--- src/hdl/u8d_pkg.sv ---
// ----------------------------------------------------------------------------
// u8d_pkg
// Shared types and constants of the UTF-8 to UTF-16 (BMP) decoder.
// ----------------------------------------------------------------------------
`timescale 1ns / 1ps
`default_nettype none

package u8d_pkg;

  // replacement character for anything that cannot be decoded
  localparam logic [15:0] REPL_UNIT = 16'hFFFD;

  // closing action of a command after its replacement run
  typedef enum logic [1:0] {
    FIN_NONE = 2'd0,
    FIN_UNIT = 2'd1,
    FIN_END  = 2'd2
  } fin_e;

  // work for the back end caused by one input byte
  typedef struct packed {
    logic [1:0]  rep_cnt;  // number of leading U+FFFD units
    fin_e        fin;      // what follows the replacement run
    logic [15:0] unit;     // value for FIN_UNIT
  } cmd_t;

  // command together with its valid flag, used on both queue sides
  typedef struct packed {
    logic valid;
    cmd_t cmd;
  } cmd_req_t;

endpackage

`default_nettype wire

--- src/hdl/u8d_if.sv ---
// ----------------------------------------------------------------------------
// u8d interfaces
// Valid/ready channels for input bytes, decoded units and configuration.
// ----------------------------------------------------------------------------
`timescale 1ns / 1ps
`default_nettype none

// utf-8 byte channel
interface u8d_byte_if;
  logic       valid;
  logic       ready;
  logic [7:0] data_byte;

  modport source (output valid, output data_byte, input ready);
  modport sink (input valid, input data_byte, output ready);
endinterface

// decoded utf-16 unit channel
interface u8d_unit_if;
  logic        valid;
  logic        ready;
  logic [15:0] code_unit;
  logic        end_of_string;
  logic [15:0] unit_count;
  logic        last_of_run;

  modport source (output valid, output code_unit, output end_of_string,
                  output unit_count, output last_of_run, input ready);
  modport sink (input valid, input code_unit, input end_of_string,
                input unit_count, input last_of_run, output ready);
endinterface

// configuration write channel for the unit limit
interface u8d_cfg_if;
  logic        valid;
  logic        ready;
  logic [15:0] max_units;

  modport source (output valid, output max_units, input ready);
  modport sink (input valid, input max_units, output ready);
endinterface

`default_nettype wire

--- src/hdl/u8d_front.sv ---
// ----------------------------------------------------------------------------
// u8d_front
// Accepts utf-8 bytes, tracks the pending sequence and queues commands.
// ----------------------------------------------------------------------------
`timescale 1ns / 1ps
`default_nettype none

module u8d_front (
  input  wire logic          clk_i,
  input  wire logic          rst_ni,
  u8d_byte_if.sink           in_i,
  input  wire logic          full_i,
  output u8d_pkg::cmd_req_t  push_o
);

  localparam logic [7:0] CONT_MASK = 8'hC0;
  localparam logic [7:0] CONT_TAG  = 8'h80;
  localparam logic [7:0] ASCII_END = 8'h80;
  localparam logic [7:0] L2_LO     = 8'hC2;
  localparam logic [7:0] L2_HI     = 8'hDF;
  localparam logic [7:0] L3_LO     = 8'hE0;
  localparam logic [7:0] L3_HI     = 8'hEF;
  localparam logic [7:0] L4_LO     = 8'hF0;
  localparam logic [7:0] L4_HI     = 8'hF4;
  localparam logic [7:0] LEAD_ED   = 8'hED;
  localparam logic [7:0] SEC_A0    = 8'hA0;
  localparam logic [7:0] SEC_90    = 8'h90;

  logic [7:0]  lead_q, lead_d;
  logic [1:0]  need_q, need_d;
  logic [1:0]  held_q, held_d;
  logic [15:0] part_q, part_d;

  logic            accept;
  logic [7:0]      b;
  logic            ok;
  logic            do_lead;
  u8d_pkg::cmd_t   cmd;

  assign in_i.ready = !full_i;
  assign accept     = in_i.valid && !full_i;
  assign b          = in_i.data_byte;

  // classify the byte against the pending sequence
  always_comb begin
    lead_d      = lead_q;
    need_d      = need_q;
    held_d      = held_q;
    part_d      = part_q;
    ok          = 1'b0;
    do_lead     = 1'b0;
    cmd.rep_cnt = 2'd0;
    cmd.fin     = u8d_pkg::FIN_NONE;
    cmd.unit    = 16'h0000;

    if (need_q != 2'd0) begin
      ok = ((b & CONT_MASK) == CONT_TAG);
      // range limits on the first continuation byte
      if (held_q == 2'd0) begin
        if (lead_q == L3_LO && b < SEC_A0) ok = 1'b0;
        if (lead_q == LEAD_ED && b >= SEC_A0) ok = 1'b0;
        if (lead_q == L4_LO && b < SEC_90) ok = 1'b0;
        if (lead_q == L4_HI && b >= SEC_90) ok = 1'b0;
      end
      if (ok) begin
        part_d = {part_q[9:0], b[5:0]};
        held_d = held_q + 2'd1;
        need_d = need_q - 2'd1;
        if (need_q == 2'd1) begin
          cmd.fin  = u8d_pkg::FIN_UNIT;
          cmd.unit = (lead_q >= L4_LO) ? u8d_pkg::REPL_UNIT : part_d;
          lead_d   = 8'h00;
          need_d   = 2'd0;
          held_d   = 2'd0;
          part_d   = 16'h0000;
        end
      end else begin
        // broken sequence: lead plus each held byte, then retry as lead
        cmd.rep_cnt = held_q + 2'd1;
        lead_d      = 8'h00;
        need_d      = 2'd0;
        held_d      = 2'd0;
        part_d      = 16'h0000;
        do_lead     = 1'b1;
      end
    end else begin
      do_lead = 1'b1;
    end

    // lead byte handling
    if (do_lead) begin
      if (b == 8'h00) begin
        cmd.fin = u8d_pkg::FIN_END;
      end else if (b < ASCII_END) begin
        cmd.fin  = u8d_pkg::FIN_UNIT;
        cmd.unit = {8'h00, b};
      end else if (b inside {[L2_LO:L2_HI]}) begin
        lead_d = b;
        need_d = 2'd1;
        held_d = 2'd0;
        part_d = {11'h000, b[4:0]};
      end else if (b inside {[L3_LO:L3_HI]}) begin
        lead_d = b;
        need_d = 2'd2;
        held_d = 2'd0;
        part_d = {12'h000, b[3:0]};
      end else if (b inside {[L4_LO:L4_HI]}) begin
        lead_d = b;
        need_d = 2'd3;
        held_d = 2'd0;
        part_d = 16'h0000;
      end else begin
        cmd.fin  = u8d_pkg::FIN_UNIT;
        cmd.unit = u8d_pkg::REPL_UNIT;
      end
    end
  end

  // only bytes that produce something reach the queue
  assign push_o.valid = accept && (cmd.rep_cnt != 2'd0 || cmd.fin != u8d_pkg::FIN_NONE);
  assign push_o.cmd   = cmd;

  // sequence state
  always_ff @(posedge clk_i or negedge rst_ni) begin
    if (!rst_ni) begin
      lead_q <= 8'h00;
      need_q <= 2'd0;
      held_q <= 2'd0;
      part_q <= 16'h0000;
    end else if (accept) begin
      lead_q <= lead_d;
      need_q <= need_d;
      held_q <= held_d;
      part_q <= part_d;
    end
  end

endmodule

`default_nettype wire

--- src/hdl/u8d_queue.sv ---
// ----------------------------------------------------------------------------
// u8d_queue
// Small register fifo of commands between front and back end.
// ----------------------------------------------------------------------------
`timescale 1ns / 1ps
`default_nettype none

module u8d_queue #(
  parameter int unsigned DEPTH = 4
) (
  input  wire logic         clk_i,
  input  wire logic         rst_ni,
  input  u8d_pkg::cmd_req_t push_i,
  output logic              full_o,
  output u8d_pkg::cmd_req_t head_o,
  input  wire logic         pop_i
);

  localparam int unsigned PW = $clog2(DEPTH);
  localparam int unsigned CW = $clog2(DEPTH + 1);

  u8d_pkg::cmd_t  mem_q [DEPTH];
  logic [PW-1:0]  wr_ptr_q, rd_ptr_q;
  logic [CW-1:0]  cnt_q;
  logic           do_push, do_pop;

  assign full_o      = (cnt_q == CW'(DEPTH));
  assign head_o.valid = (cnt_q != '0);
  assign head_o.cmd   = mem_q[rd_ptr_q];
  assign do_push     = push_i.valid && !full_o;
  assign do_pop      = pop_i && head_o.valid;

  // storage
  always_ff @(posedge clk_i) begin
    if (do_push) begin
      mem_q[wr_ptr_q] <= push_i.cmd;
    end
  end

  // pointers and fill level
  always_ff @(posedge clk_i or negedge rst_ni) begin
    if (!rst_ni) begin
      wr_ptr_q <= '0;
      rd_ptr_q <= '0;
      cnt_q    <= '0;
    end else begin
      if (do_push) begin
        wr_ptr_q <= (wr_ptr_q == PW'(DEPTH - 1)) ? '0 : wr_ptr_q + PW'(1);
      end
      if (do_pop) begin
        rd_ptr_q <= (rd_ptr_q == PW'(DEPTH - 1)) ? '0 : rd_ptr_q + PW'(1);
      end
      if (do_push && !do_pop) begin
        cnt_q <= cnt_q + CW'(1);
      end else if (do_pop && !do_push) begin
        cnt_q <= cnt_q - CW'(1);
      end
    end
  end

endmodule

`default_nettype wire

--- src/hdl/u8d_back.sv ---
// ----------------------------------------------------------------------------
// u8d_back
// Expands queued commands into code units, applies the unit limit.
// ----------------------------------------------------------------------------
`timescale 1ns / 1ps
`default_nettype none

module u8d_back (
  input  wire logic         clk_i,
  input  wire logic         rst_ni,
  input  wire logic [15:0]  max_units_i,
  input  u8d_pkg::cmd_req_t head_i,
  output logic              pop_o,
  u8d_unit_if.source        out_o
);

  logic [15:0] count_q, count_d;
  logic [1:0]  idx_q, idx_d;
  logic        out_valid_q, out_valid_d;
  logic [15:0] code_q, code_d;
  logic        eos_q, eos_d;
  logic [15:0] ucnt_q, ucnt_d;
  logic        last_q, last_d;

  logic        can_go;
  logic        emit;
  logic        has_end;
  logic [2:0]  n_units;
  logic [2:0]  n_total;
  logic [2:0]  idx_ext;
  logic [15:0] cnt_inc;

  assign can_go  = !out_valid_q || out_o.ready;
  assign has_end = (head_i.cmd.fin == u8d_pkg::FIN_END);
  assign n_units = {1'b0, head_i.cmd.rep_cnt} +
                   {2'b00, (head_i.cmd.fin == u8d_pkg::FIN_UNIT)};
  assign n_total = n_units + {2'b00, has_end};
  assign idx_ext = {1'b0, idx_q};
  assign cnt_inc = count_q + 16'd1;

  // one emission of the head command per cycle while the output register can take it
  always_comb begin
    count_d = count_q;
    idx_d   = idx_q;
    pop_o   = 1'b0;
    emit    = 1'b0;
    code_d  = code_q;
    eos_d   = eos_q;
    ucnt_d  = ucnt_q;
    last_d  = last_q;

    if (head_i.valid && can_go) begin
      if (idx_ext < n_units) begin
        if (count_q < max_units_i) begin
          emit    = 1'b1;
          code_d  = (idx_ext < {1'b0, head_i.cmd.rep_cnt}) ? u8d_pkg::REPL_UNIT
                                                          : head_i.cmd.unit;
          eos_d   = 1'b0;
          count_d = cnt_inc;
          ucnt_d  = cnt_inc;
          // later units of this command would all be dropped at the limit
          last_d  = (idx_ext + 3'd1 == n_total) ||
                    (!has_end && cnt_inc >= max_units_i);
          pop_o   = last_d;
          idx_d   = last_d ? 2'd0 : idx_q + 2'd1;
        end else if (has_end) begin
          // rest of the units dropped, the end item still goes out
          emit    = 1'b1;
          code_d  = 16'h0000;
          eos_d   = 1'b1;
          ucnt_d  = count_q;
          last_d  = 1'b1;
          count_d = 16'd0;
          pop_o   = 1'b1;
          idx_d   = 2'd0;
        end else begin
          pop_o = 1'b1;
          idx_d = 2'd0;
        end
      end else begin
        emit    = 1'b1;
        code_d  = 16'h0000;
        eos_d   = 1'b1;
        ucnt_d  = count_q;
        last_d  = 1'b1;
        count_d = 16'd0;
        pop_o   = 1'b1;
        idx_d   = 2'd0;
      end
    end

    if (emit) begin
      out_valid_d = 1'b1;
    end else if (out_o.ready) begin
      out_valid_d = 1'b0;
    end else begin
      out_valid_d = out_valid_q;
    end
  end

  // control state
  always_ff @(posedge clk_i or negedge rst_ni) begin
    if (!rst_ni) begin
      count_q     <= 16'd0;
      idx_q       <= 2'd0;
      out_valid_q <= 1'b0;
    end else begin
      count_q     <= count_d;
      idx_q       <= idx_d;
      out_valid_q <= out_valid_d;
    end
  end

  // output payload register
  always_ff @(posedge clk_i) begin
    code_q <= code_d;
    eos_q  <= eos_d;
    ucnt_q <= ucnt_d;
    last_q <= last_d;
  end

  assign out_o.valid         = out_valid_q;
  assign out_o.code_unit     = code_q;
  assign out_o.end_of_string = eos_q;
  assign out_o.unit_count    = ucnt_q;
  assign out_o.last_of_run   = last_q;

endmodule

`default_nettype wire

--- src/hdl/utf8_to_utf16_bmp_decoder.sv ---
// ----------------------------------------------------------------------------
// utf8_to_utf16_bmp_decoder
// Streaming utf-8 to utf-16 decoder for the basic multilingual plane.
// ----------------------------------------------------------------------------
//
//   channel  modport  payload                                   purpose
//   in_i     sink     data_byte[7:0]                            utf-8 bytes
//   out_o    source   code_unit, end_of_string, unit_count,     decoded units
//                     last_of_run
//   cfg_i    sink     max_units[15:0]                           unit limit
//
// takes one byte per cycle while the command queue has room; each byte yields
// zero to four results, and the single output register sends one result per
// cycle while out_o.ready is high, holding the back end until all are out (a
// fully dropped run sends none); a command queue of QUEUE_DEPTH entries lets
// input continue meanwhile; in_i.ready drops only when that queue is full
// reset clears all control state at once, no clearing pass
// cfg_i is always ready
// ----------------------------------------------------------------------------
`timescale 1ns / 1ps
`default_nettype none

module utf8_to_utf16_bmp_decoder #(
  parameter int unsigned QUEUE_DEPTH = 4
) (
  input  wire logic   clk_i,
  input  wire logic   rst_ni,
  u8d_byte_if.sink    in_i,
  u8d_unit_if.source  out_o,
  u8d_cfg_if.sink     cfg_i
);

  logic [15:0]        max_units_q;
  u8d_pkg::cmd_req_t  push;
  u8d_pkg::cmd_req_t  head;
  logic               full;
  logic               pop;

  // unit limit register
  assign cfg_i.ready = 1'b1;

  always_ff @(posedge clk_i or negedge rst_ni) begin
    if (!rst_ni) begin
      max_units_q <= 16'hFFFF;
    end else if (cfg_i.valid) begin
      max_units_q <= cfg_i.max_units;
    end
  end

  // byte classification
  u8d_front u_front (
    .clk_i  (clk_i),
    .rst_ni (rst_ni),
    .in_i   (in_i),
    .full_i (full),
    .push_o (push)
  );

  // command queue
  u8d_queue #(
    .DEPTH (QUEUE_DEPTH)
  ) u_queue (
    .clk_i  (clk_i),
    .rst_ni (rst_ni),
    .push_i (push),
    .full_o (full),
    .head_o (head),
    .pop_i  (pop)
  );

  // unit expansion and output
  u8d_back u_back (
    .clk_i       (clk_i),
    .rst_ni      (rst_ni),
    .max_units_i (max_units_q),
    .head_i      (head),
    .pop_o       (pop),
    .out_o       (out_o)
  );

`ifndef SYNTH
  // front never pushes into a full queue
  a_no_overflow: assert property (@(posedge clk_i) disable iff (!rst_ni)
    push.valid |-> !full)
    else $error("command pushed into full queue");

  // an end item always closes the run of its byte
  a_end_is_last: assert property (@(posedge clk_i) disable iff (!rst_ni)
    out_o.valid && out_o.end_of_string |-> out_o.last_of_run && out_o.code_unit == 16'h0000)
    else $error("end item malformed");

  // every emitted unit has been counted
  a_unit_counted: assert property (@(posedge clk_i) disable iff (!rst_ni)
    out_o.valid && !out_o.end_of_string |-> out_o.unit_count != 16'd0)
    else $error("unit emitted with zero count");
`endif

endmodule

`default_nettype wire
--- src/flat_wrapper.sv ---
// flat-port wrapper written by rule: the top's interface ports become plain ports
module utf8_to_utf16_bmp_decoder_flat 
#(
  parameter int unsigned QUEUE_DEPTH = 4
)
  (clk_i, rst_ni, in_i_valid, in_i_data_byte, in_i_ready, out_o_valid, out_o_code_unit, out_o_end_of_string, out_o_unit_count, out_o_last_of_run, out_o_ready, cfg_i_valid, cfg_i_max_units, cfg_i_ready);
  u8d_byte_if in_i_i ();
  u8d_unit_if out_o_i ();
  u8d_cfg_if cfg_i_i ();
  input  wire logic clk_i;
  input  wire logic rst_ni;
  input wire logic [$bits(in_i_i.valid)-1:0] in_i_valid;
  input wire logic [$bits(in_i_i.data_byte)-1:0] in_i_data_byte;
  output wire logic [$bits(in_i_i.ready)-1:0] in_i_ready;
  output wire logic [$bits(out_o_i.valid)-1:0] out_o_valid;
  output wire logic [$bits(out_o_i.code_unit)-1:0] out_o_code_unit;
  output wire logic [$bits(out_o_i.end_of_string)-1:0] out_o_end_of_string;
  output wire logic [$bits(out_o_i.unit_count)-1:0] out_o_unit_count;
  output wire logic [$bits(out_o_i.last_of_run)-1:0] out_o_last_of_run;
  input wire logic [$bits(out_o_i.ready)-1:0] out_o_ready;
  input wire logic [$bits(cfg_i_i.valid)-1:0] cfg_i_valid;
  input wire logic [$bits(cfg_i_i.max_units)-1:0] cfg_i_max_units;
  output wire logic [$bits(cfg_i_i.ready)-1:0] cfg_i_ready;
  assign in_i_i.valid = in_i_valid;
  assign in_i_i.data_byte = in_i_data_byte;
  assign in_i_ready = in_i_i.ready;
  assign out_o_valid = out_o_i.valid;
  assign out_o_code_unit = out_o_i.code_unit;
  assign out_o_end_of_string = out_o_i.end_of_string;
  assign out_o_unit_count = out_o_i.unit_count;
  assign out_o_last_of_run = out_o_i.last_of_run;
  assign out_o_i.ready = out_o_ready;
  assign cfg_i_i.valid = cfg_i_valid;
  assign cfg_i_i.max_units = cfg_i_max_units;
  assign cfg_i_ready = cfg_i_i.ready;
  utf8_to_utf16_bmp_decoder #(.QUEUE_DEPTH(QUEUE_DEPTH)) u_core (.clk_i(clk_i), .rst_ni(rst_ni), .in_i(in_i_i), .out_o(out_o_i), .cfg_i(cfg_i_i));
endmodule
--- config.mk ---
export PLATFORM = sky130hd
export DESIGN_NAME = utf8_to_utf16_bmp_decoder_flat
export DESIGN_NICKNAME = d
export VERILOG_FILES = /design/src/hdl/u8d_pkg.sv /design/src/hdl/u8d_if.sv /design/src/hdl/u8d_front.sv /design/src/hdl/u8d_queue.sv /design/src/hdl/u8d_back.sv /design/src/hdl/utf8_to_utf16_bmp_decoder.sv /design/src/flat_wrapper.sv
export SDC_FILE = /design/constraint.sdc
export NUM_CORES = 1
export LEC_CHECK = 0
export BUFFER_PORTS_ARGS = -buffer_cell sky130_fd_sc_hd__buf_2
export CORE_MARGIN = 2
export CORE_UTILIZATION = 68
export CTS_BUF_LIST = sky130_fd_sc_hd__clkbuf_4
export DETAILED_ROUTE_END_ITERATION = 12
export GPL_ROUTABILITY_DRIVEN = 0
export PLACE_DENSITY = 0.91
export RECOVER_POWER = 25
export SETUP_SLACK_MARGIN = 0.4
export SLEW_MARGIN = 0
export SYNTH_ARGS = -nofsm -noshare
export SYNTH_HDL_FRONTEND = slang
export SYNTH_SLANG_ARGS = --single-unit
--- constraint.sdc ---
create_clock -name clk_i -period 11.3 [get_ports clk_i]
set_clock_uncertainty 0.2 [all_clocks]
set_input_delay 1.695 -clock clk_i [delete_from_list [all_inputs] [get_ports clk_i]]
set_output_delay 1.695 -clock clk_i [all_outputs]
set_load 0.02 [all_outputs]
======== After elaboration in Yosys (flattened, before gate mapping) ========
Memories as Yosys holds them, arrays and structs flattened.
Index checks and enable logic that the tools add are counted.
storage, ports and cells
  word-level logic and storage cells ...... 173
  register bits after elaboration ......... 104
  input port bits ......................... 29
  bits in writable memories ............... 80
  memories ................................ 1
  output and inout bits ................... 37
memories
  name                  words  bits a word  read ports  clocked after memory_dff  write ports  RTL line         text
  u_core.u_queue.mem_q  4      20           1           0                         1            u8d_queue.sv:22  u8d_pkg::cmd_t mem_q [DEPTH];
cells by class
  reduce and logical (&&, ||, !) cells .... 32
  equal/unequal tests ..................... 13
  order comparisons ....................... 16
  muxes and demuxes ....................... 85
  add/sub/neg operators ................... 11
operator list
  operator               count
  $mux 16                19
  $mux 18                6
  $mux 8                 9
  $mux 2                 25
  $ge 8x8->1 const B     6
  $eq 8x8->1 const B     4
  $le 8x8->1 const B     3
  $lt 8x8->1 const B     3
  $mux 1                 22
  $mux 20                1
  $mux 17                1
  $add 16x1->16 const B  1
  $ge 16x16->1           1
  $lt 16x16->1           1
  $logic_and 1x1->1      15
  $reduce_bool 2->1      5
  $add 2x1->2 const B    4
  $eq 2x2->1 const B     4
  $logic_not 8->1        1
  $mux 3                 2
  $logic_not 1->1        5
  $eq 2x1->1 const B     2
  $add 2x1->3            1
  $add 2x1->3 const B    1
  13 further kinds       15

======== Logic depth before layout (Yosys ltp) ========
  word-level depth ........................ 24
  depth in mapped cells ................... 19
  mapped depth without buffers ............ 18

======== By module ========
A second synthesis with hierarchy kept.
unflattened totals
  cell total of the unflattened synthesis .. 706
  area total of the unflattened synthesis .. 9,142.5 µm²
by module, submodules not included
  module                     times used  area each (µm²)  seq. area each (µm²)  cells each
  u8d_back                   1           3,519.6          1,496.4               354
  u8d_queue                  1           3,410.8          2,577.5               141
  u8d_front                  1           1,531.5          550.5                 175
  utf8_to_utf16_bmp_decoder  1           680.7            420.4                 36

======== Worst setup path before layout ========
OpenSTA, ideal clock, no wires.
  path kind ............................... input to register
  start ................................... input port in_i_data_byte[7]
  end ..................................... register u_core.u_queue.cnt_q[2]
  data arrival time ....................... 4,139 ps
  setup slack ............................. 6,881 ps
  required time ........................... 11,021 ps
  path buffers ............................ 1
  setup time .............................. 79 ps
  cell stages on the path ................. 12
  cell sequence ........................... buf_4 > nand4bb_1 > o41ai_2 > a21oi_2 > o31a_4 > a31oi_4 > ha_1 > inv_1 > fa_1 > xor2_1 > nor2_1 > xor2_1
between the ends
  word-level cells in the longest chain between the ends .. 23
  elaborated cells between the ends (all ways) .. 47
  classes of those cells .................. order compare: 11; eq/ne: 1; mux: 18; reduce/logical: 17
RTL lines
  item                                RTL line            text
  from (decl)                         flat_wrapper.sv:13  input wire logic [$bits(in_i_i.data_byte)-1:0] in_i_data_byte;
  $lt 8x8->1                          u8d_front.sv:60     if (lead_q == L3_LO && b < SEC_A0) ok = 1'b0;
  $logic_and 1x1->1                   u8d_front.sv:60
  $mux 1                              u8d_front.sv:60
  $mux 1                              u8d_front.sv:61     if (lead_q == LEAD_ED && b >= SEC_A0) ok = 1'b0;
  $mux 1                              u8d_front.sv:62     if (lead_q == L4_LO && b < SEC_90) ok = 1'b0;
  $mux 1                              u8d_front.sv:63     if (lead_q == L4_HI && b >= SEC_90) ok = 1'b0;
  $mux 1                              u8d_front.sv:59     if (held_q == 2'd0) begin
  $mux 1                              u8d_front.sv:56     if (need_q != 2'd0) begin
  [... 8 more ...]                    n/a
  $reduce_bool 2->1                   u8d_front.sv:120    assign push_o.valid = accept && (cmd.rep_cnt != 2'd0 || cmd.fin != u8d_pkg::FIN_NONE);
  $logic_or 1x1->1 *                  u8d_front.sv:120
  $logic_and 1x1->1 *                 u8d_front.sv:120
  $logic_and 1x1->1 *                 u8d_queue.sv:30     assign do_push = push_i.valid && !full_o;
  via u_core.u_queue.do_push          u8d_queue.sv:25     logic do_push, do_pop;
  $logic_not 1->1                     u8d_queue.sv:55     end else if (do_pop && !do_push) begin
  $logic_and 1x1->1                   u8d_queue.sv:55
  $reduce_bool 2->1 (no source line)  n/a
  to (signal assigned)                u8d_queue.sv:54     cnt_q <= cnt_q + CW'(1);
  to (signal assigned)                u8d_queue.sv:56     cnt_q <= cnt_q - CW'(1);
  to (decl)                           u8d_queue.sv:24     logic [CW-1:0] cnt_q;
The timed path passes the listed nets; every way through them passes the cells marked *. The select of a mux whose other input is x is not followed.
A chain may end at the register's enable or synchronous reset.

======== Final worst setup path ========
  start ................................... register u_core.u_back.count_q[1]
  end ..................................... register u_core.u_queue.cnt_q[2]
between the ends
  word-level cells in the longest chain between the ends .. 11
  elaborated cells between the ends (all ways) .. 14
  classes of those cells .................. add/sub: 1; order compare: 2; mux: 4; reduce/logical: 7
RTL lines
  item                                                RTL line         text
  from (decl)                                         u8d_back.sv:17   logic [15:0] count_q, count_d;
  from (signal assigned)                              u8d_back.sv:108  count_q <= count_d;
  $add 16x1->16                                       u8d_back.sv:39   assign cnt_inc = count_q + 16'd1;
  $ge 16x16->1                                        u8d_back.sv:63   (!has_end && cnt_inc >= max_units_i);
  $logic_and 1x1->1                                   u8d_back.sv:63
  $logic_or 1x1->1                                    u8d_back.sv:62   last_d = (idx_ext + 3'd1 == n_total) ||
  $mux 1 *                                            u8d_back.sv:54   if (count_q < max_units_i) begin
  $mux 1 *                                            u8d_back.sv:53   if (idx_ext < n_units) begin
  $mux 1 *                                            u8d_back.sv:52   if (head_i.valid && can_go) begin
  $logic_and 1x1->1 *                                 u8d_queue.sv:31  assign do_pop = pop_i && head_o.valid;
  $logic_not 1->1                                     u8d_queue.sv:53  if (do_push && !do_pop) begin
  $logic_and 1x1->1                                   u8d_queue.sv:53
  $mux 3 / $reduce_bool 2->1 (equally long branches)  n/a
Every way passes the cells marked *; elsewhere a longest branch is shown, timed or not.

==> flow_summary.yaml <==
pwr:
  switching_share_pct: 42.9
  power.share.sequential_pct: 41.2
  p_int_mw: 1.56
  p_clk_share_pct: 11.8
  p_leak_nw: 4.06
  p_sw_mw: 1.18
  power.density_mw_per_mm2: 282
  power.total_mw: 2.74
  max-vdd-ir-drop_v: 0.000211
  comb_power_share_pct: 47.0
layout:
  design_area_sq_mm: 0.00972
  most-common-layout-cells: "edfxtp_1, nor2_1, nand2_1, buf_2, ha_1"
  drive_gt1_share_pct: 19.0
  final_common_cell: "edfxtp_1"
  areaGrowthSynthToFinish_pct: 6.95
  diodes: 0
  layout.nets: 876
timing:
  setup_slack_ps: 6270
  min_period_ps: 5030
  finalMaxSlewViolations: 65
  max_slew_margin_pct: -142
  tightest_slew_ps: 3640
  finalHoldViolCount: 0
  whs_ps: 306
  setup_viol: 0
  fin_setup_tns_ps: 0
  max_freq_mhz: 199
  finalCritPeriodShare_pct: 44.6
  rsz0062_at_grt: "false"
detailed_routing:
  num_vias: 6294
  detail-route-antenna-nets: 0
  drc: 0
  firstDrtPassIters: 5
  drt-total-wl_um: 18700
  drtIter0Drc: 698
  post_drt_wl_per_cell_um: 19.0
  via_per_inst: 6.39
place:
  placed_cell_area_sq_mm: 0.00950
  place_hpwl_um: 13100
  portBuffers: 64
  pre_cts_slack_ps: 6340
min_path:
  hp-class: "reg2reg"
  min_path_cells: 1
synthesis:
  yosys_most_used_dff: "edfxtp_1"
  yosysWarnings: 0
  synth_edf_count: 114
  synth_nets: 829
  syn_inst: 749
  async_reset_ff_share_pct: 36.0
  synth.distinct_cells: 74
  syn_area_sq_mm: 0.00909
  synth_seq_cells: 178
  seq_area_frac_synth_pct: 55.5
  synth.avg_cell_area_sq_um: 12.1
run:
  cap_violations: 1
global_route:
  grt_pass1_vias: 6209
  grt_overflow: 0
  grt_pass1_wl_um: 30700
  antenna_found_initial: 0
  grt_max_degree: 65
  grt_util_all_layers_pct: 27.9
floorplanning:
  num_rows: 42
  die_w_um: 120
  start_util_pct: 69.2
  dieArea_sq_mm: 0.0143
  boundaryPins: 66
  core-area_sq_mm: 0.0131
  die_h_um: 120
clock_tree:
  cts_made_buffers: 17
  postCtsSetupRepairBufs: 0
  clkTransAtPathRegs_ps: 150
  ctsHtreeMaxLevel: 4
  cts.sinks: 178
  ctsResizeCount: 0
  insertion_delay_ps: 610
  cts_tree: "done"
  cts_hold_buf: 0
  max-clock-path-buffers: 2
  root_buffer: "clkbuf_4"
worst_setup_path:
  crit_fanout: 5
  cp.required_ps: 11640
  cp.arrival_ps: 5370
  end_kind: "flop"
  reg2reg_depth: 18
  critPathLaunchType: "flop"
  path_class: "reg2reg"
status:
  status: "finished, violations left"
  failed_checks: "max-capacitance violations, max-slew violations"
[flip-flops by register name, summed over array words and instances (netlist names), 3 cells and up]
name                            cells
u_core.u_queue.mem_q               80
u_core.max_units_q                 16
u_core.u_back.count_q              16
u_core.u_back.out_o.code_unit      16
u_core.u_back.out_o.unit_count     16
u_core.u_front.part_q              10
u_core.u_front.lead_q               8
u_core.u_queue.cnt_q                3
[critical path, cell delays in order (launching register included)]
cell      delay [ps]
dfrtp_1          490
ha_1             300
and3_1           200
and3_1           270
nand3_1          220
xnor2_1          190
ha_1             330
a211oi_1         270
nand2_1          100
a211o_1          280
o221ai_1         470
nand4b_1         330
nand2_1          150
ha_1             200
inv_1             80
fa_1             430
xor2_1           170
nor2_1           120
xor2_1           150
[worst paths after layout]
| path | startpoint | endpoint | slack, ps |
|---|---|---|---|
| setup / recovery | u_core.u_back.count_q[1]$_DFFE_PN0P_ | u_core.u_queue.cnt_q[2]$_DFFE_PN0P_ | 6270 |
| hold / removal | u_core.u_front.lead_q[1]$_DFFE_PN0P_ | u_core.u_front.lead_q[1]$_DFFE_PN0P_ | 310 |
| setup reg to reg | u_core.u_back.count_q[1]$_DFFE_PN0P_ | u_core.u_queue.cnt_q[2]$_DFFE_PN0P_ | 6270 |
| hold reg to reg | u_core.u_front.lead_q[1]$_DFFE_PN0P_ | u_core.u_front.lead_q[1]$_DFFE_PN0P_ | 310 |
| max in group asynchronous | rst_ni | u_core.u_front.part_q[2]$_DFFE_PN0P_ | 6630 |
| min in group asynchronous | rst_ni | u_core.u_back.count_q[5]$_DFFE_PN0P_ | 2240 |
[kinds of logic after synthesis]
logic type | share of synthesized area, %
fa+ha+maj | 7.19
flops | 55.5
simple gates | 12.2
compound gates | 12.3
xor+xnor | 3.18
mux | 6.14
buf+inv | 3.41
other cells | 0.0413
[layout make-up]
| class | count | area, sq um |
|---|---|---|
| tap | 176 | 220 |
| fill | 836 | 3420 |
| inverter | 37 | 139 |
| multi-input combinational | 493 | 3720 |
| timing repair buffer | 69 | 350 |
| clock inverter | 13 | 104 |
| clock buffer | 19 | 143 |
| sequential | 178 | 5040 |
[through the flow]
stage	std cells	util (%)
finish	985	74.0
global route	985	74.0
CTS	985	74.2
detailed placement	953	72.3
global placement	953	72.3
floorplan	749	-
[power groups by stage]
stage	logic [mW]	registers (mW)	clock network [mW]
floorplan	0.916	1.17	0
global placement	1.18	1.13	0
detailed placement	1.27	1.14	0
CTS	1.28	1.13	0.326
global route	1.41	1.15	0.350
finish	1.28	1.13	0.323
[synthesized netlist by cell type (5+ instances only)]
master    instances  area, sq um
edfxtp_1        114         3420
nor2_1           65          244
nand2_1          61          229
ha_1             49          613
dfrtp_1          48         1200
o21ai_0          48          240
inv_1            37          139
nor3_1           29          145
clkbuf_1         28          105
mux4_2           20          450
xnor2_1          17          149
a21o_1           16          120
dfstp_2          16          420
xor2_1           16          140
a21oi_1          14         70.1
a211oi_1         12         90.1
a22o_1           11         96.3
nand2b_1         11         68.8
a221o_1          10          100
and2_1           10         62.6
nand3_1           9         45.0
or3_1             9         56.3
buf_2             8         40.0
a211o_1           5         43.8
nor4_1            5         31.3
[layer usage]
layer  vias to the layer above  global-route usage (%)  routed length [um]
li1                       2874                       -                   -
met1                      3032                    37.0                7780
met2                       341                    45.4                9110
met3                        47                    6.84                1490
met4                         0                    9.93                 359
met5                         -                       0                   0
Power figures use the tool's default switching activity.
